File: config.mk
export PLATFORM = sky130hd
export DESIGN_NAME = sem_ram
export DESIGN_NICKNAME = d
export VERILOG_FILES = /design/src/sv/sem_ram.sv
export SDC_FILE = /design/constraint.sdc
export NUM_CORES = 1
export LEC_CHECK = 0
export BUFFER_PORTS_ARGS = -buffer_cell sky130_fd_sc_hd__buf_4
export CORE_MARGIN = 1
export CORE_UTILIZATION = 35
export DETAILED_ROUTE_END_ITERATION = 8
export GPL_TIMING_DRIVEN = 0
export PLACE_DENSITY_LB_ADDON = 0.1
export SETUP_SLACK_MARGIN = 0.2
export SLEW_MARGIN = 30
export SYNTH_ARGS = -nofsm -noshare
export SYNTH_HDL_FRONTEND = slang
export SYNTH_SLANG_ARGS = --single-unit
File: constraint.sdc
create_clock -name clock -period 4.8 [get_ports clock]
set_clock_uncertainty 0.15 [all_clocks]
set_input_delay 0.48 -clock clock [delete_from_list [all_inputs] [get_ports clock]]
set_output_delay 0.48 -clock clock [all_outputs]
set_load 0.01 [all_outputs]
File: src/sv/sem_ram.sv
module sem_ram #(
   parameter int WIDTH = 8,
   parameter int DEPTH = 16
) (
   input  logic                     clock,
   input  logic                     wr_en,
   input  logic [$clog2(DEPTH)-1:0] wr_addr,
   input  logic [WIDTH-1:0]         wr_data,
   input  logic [$clog2(DEPTH)-1:0] rd_addr,
   output logic [WIDTH-1:0]         rd_data
);

   logic [WIDTH-1:0] mem [DEPTH];

   // One write port and one registered read port.
   always_ff @(posedge clock) begin
      if (wr_en) begin
         mem[wr_addr] <= wr_data;
      end
      rd_data <= mem[rd_addr];
   end

endmodule

==> impl_metrics.ini <==
[status]
status = complete, no violations

[global_route]
grt.busiest_layer = met1
grt_pass1_wl_mm = 15.4
grt_pass1_vias = 2330
antenna_found_initial = 0
grtUsageMet2 = 0.223
grt_overflow = 0
grt_use_met1 = 0.225
grt_max_degree = 17
grt_usage = 0.157
grt.met3_usage = 0.0443

[layout]
drive_gt1_frac = 0.309
fin_util = 0.433
final_cell_mix = edfxtp_1 (128), buf_4 (25), mux4_2 (18)
design_area_sq_um = 6100
fill_cells = 1230
diodes = 0
final_common_cell = edfxtp_1
areaGrowthSynthToFinish_pct = 18.5
fin_nets = 290

[cts]
insertion_delay_ps = 410
cts_resized = 0
cts_sinks = 136
cts_made_buffers = 17
cts_tree = done
cts.path.max_buffers = 2
cts-root-buf = clkbuf_16
postCtsSetupRepairBufs = 0
hold_buffers = 0
htreeDepth = 4
clk_pin_slew_ps = 60

[floorplanning]
die-area_sq_um = 15200
die_width_um = 123
rows = 43
core-area_sq_um = 14100
die_h_um = 123
initial_core_util = 0.365
io_pins = 26

[yosys]
ys_seq_area_frac = 0.778
yosys.area.top_type = edfxtp_1
synthesis.nets = 247
synth_top_flop_cell = edfxtp_1
syn_area_per_cell_sq_um = 22.5
synth_enable_flop_cells = 128
synthCells = 229
synthTopCellsByArea = edfxtp_1 (75%), mux4_2 (7.9%), mux4_1 (7.1%)
ys_ff_latch = 136
synth_top_cell_area_share = 0.747
synth_warnings = 0
ys_types = 19
postSynth.asyncResetShare = 0
syn_area_sq_um = 5150

[worst_hold_path]
hold_depth = 1
hold_path.class = primary input to flip-flop

[setup_path]
cp_top_family = simple AND/OR/NAND/NOR gates
cp_slowest_stage_delay_ps = 720
crit_slowest_cell = nor2_1
worst-path-stages = 3
crit_chain = buf_4 > or3b_2 > nor2_1
worst-path-buf-inv = 1
required_ps = 4680
critPathLaunchType = primary input
arrival_ps = 1850
crit_fanout = 8
endpoint_kind = flip-flop
crit_type = primary input to flip-flop
reg2reg_depth = 3

[sta]
max_slew_margin = 0.392
rsz0062_at_grt = false
drv_slew = 0
fin_crit_sh = 0.409
hold_viol = 0
fin_setup_tns_ps = 0
setup_viol = 0
fin_ws_ps = 2840
post-route-min-period_ps = 1960
fmax_mhz = 509
worst_hold_slack_ps = 246
worst_pin_slew_ps = 909

[pwr]
power.density_nw_per_um2 = 429
ir_drop_mv = 0.252
power_leakage_nw = 2.04

[placed_design]
io_buffers = 24
preCtsSetupSlack_ps = 2390
dpl_cell_area_sq_um = 5570
hpwl_mm = 6.67
place.gp.congestion = 0.659

[drt]
ant_nets = 0
vias = 2304
first_pass_iters = 4
drc = 0
wl_per_cell_um = 22.6
wirelength_mm = 10.5
drt_first_iter_violations = 165
viasPerCell = 4.95

[job]
max-cap-violations = 0
==> routing by layer <==
layer / up-vias / part of all wire
met5: - / 0
met4: 0 / 0.0075
met3: 6 / 0.037
met2: 46 / 0.47
met1: 1189 / 0.49
li1: 1063 / -
==> metrics by stage <==
step	power, mW	cells
after global placement	1.50	433
after CTS	2.64	465
after global routing	2.70	465
final	2.62	465
after floorplan	1.43	229
after detailed placement	1.50	433
==> worst reg2reg max path, delay by kind of cell (launching register included) <==
| kind | cells | cell delay, ps |
|---|---|---|
| AO/OA/AOI/OAI | 1 | 280 |
| AND/OR/NAND/NOR | 1 | 80 |
| multiplexers | 1 | 550 |
| flip-flops | 1 | 360 |
==> power breakdown <==
part	total (mW)	internal (mW)	switching (mW)	leakage, nW
sequential	1.33	1.33	0.00621	1.22
clock	1.14	0.689	0.453	0.275
combinational	0.139	0.0609	0.0785	0.539
total	2.62	2.08	0.538	2.04
==> layout make-up <==
type,count,area (sq um),share of cell area
Timing Repair Buffer,24,180,0.0295
Multi-Input combinational cell,83,1080,0.177
Clock inverter,11,55.1,0.00903
Sequential cell,136,4000,0.657
Clock buffer,21,470,0.0771
Tap cell,180,225,0.0369
Buffer,10,86.3,0.0142
==> kinds of logic after synthesis <==
group,Yosys count,share of synthesized area
multiplexers,32,0.150
AO/OA/AOI/OAI,16,0.0233
buffers and inverters,10,0.0168
flip-flops,136,0.778
AND/OR/NAND/NOR,35,0.0318
==> registers in the layout, indices dropped and copies added, names as in the netlist <==
name / count
rd_data: 8
mem: 128
==> worst paths after layout <==
path                            slack (ps)                start                    to
worst min-delay path                   250           wr_data[5]  mem[14][5]$_DFFE_PP_
worst max-delay path                  2840           wr_addr[2]   mem[2][1]$_DFFE_PP_
worst max register to register        3270  mem[5][3]$_DFFE_PP_    rd_data[3]$_DFF_P_
worst min register to register         530  mem[8][5]$_DFFE_PP_    rd_data[5]$_DFF_P_
==> synthesized netlist by cell type, types with 2 or more instances <==
master / n
mux4_2: 18
dfxtp_1: 8
edfxtp_1: 128
nor3_1: 4
nand2b_1: 2
nor2_1: 13
clkdlybuf4s25_2: 3
nand2_1: 9
nand3b_1: 2
mux4_1: 14
buf_2: 3
a22oi_1: 16
buf_6: 3
Power figures use the tool's default switching activity.
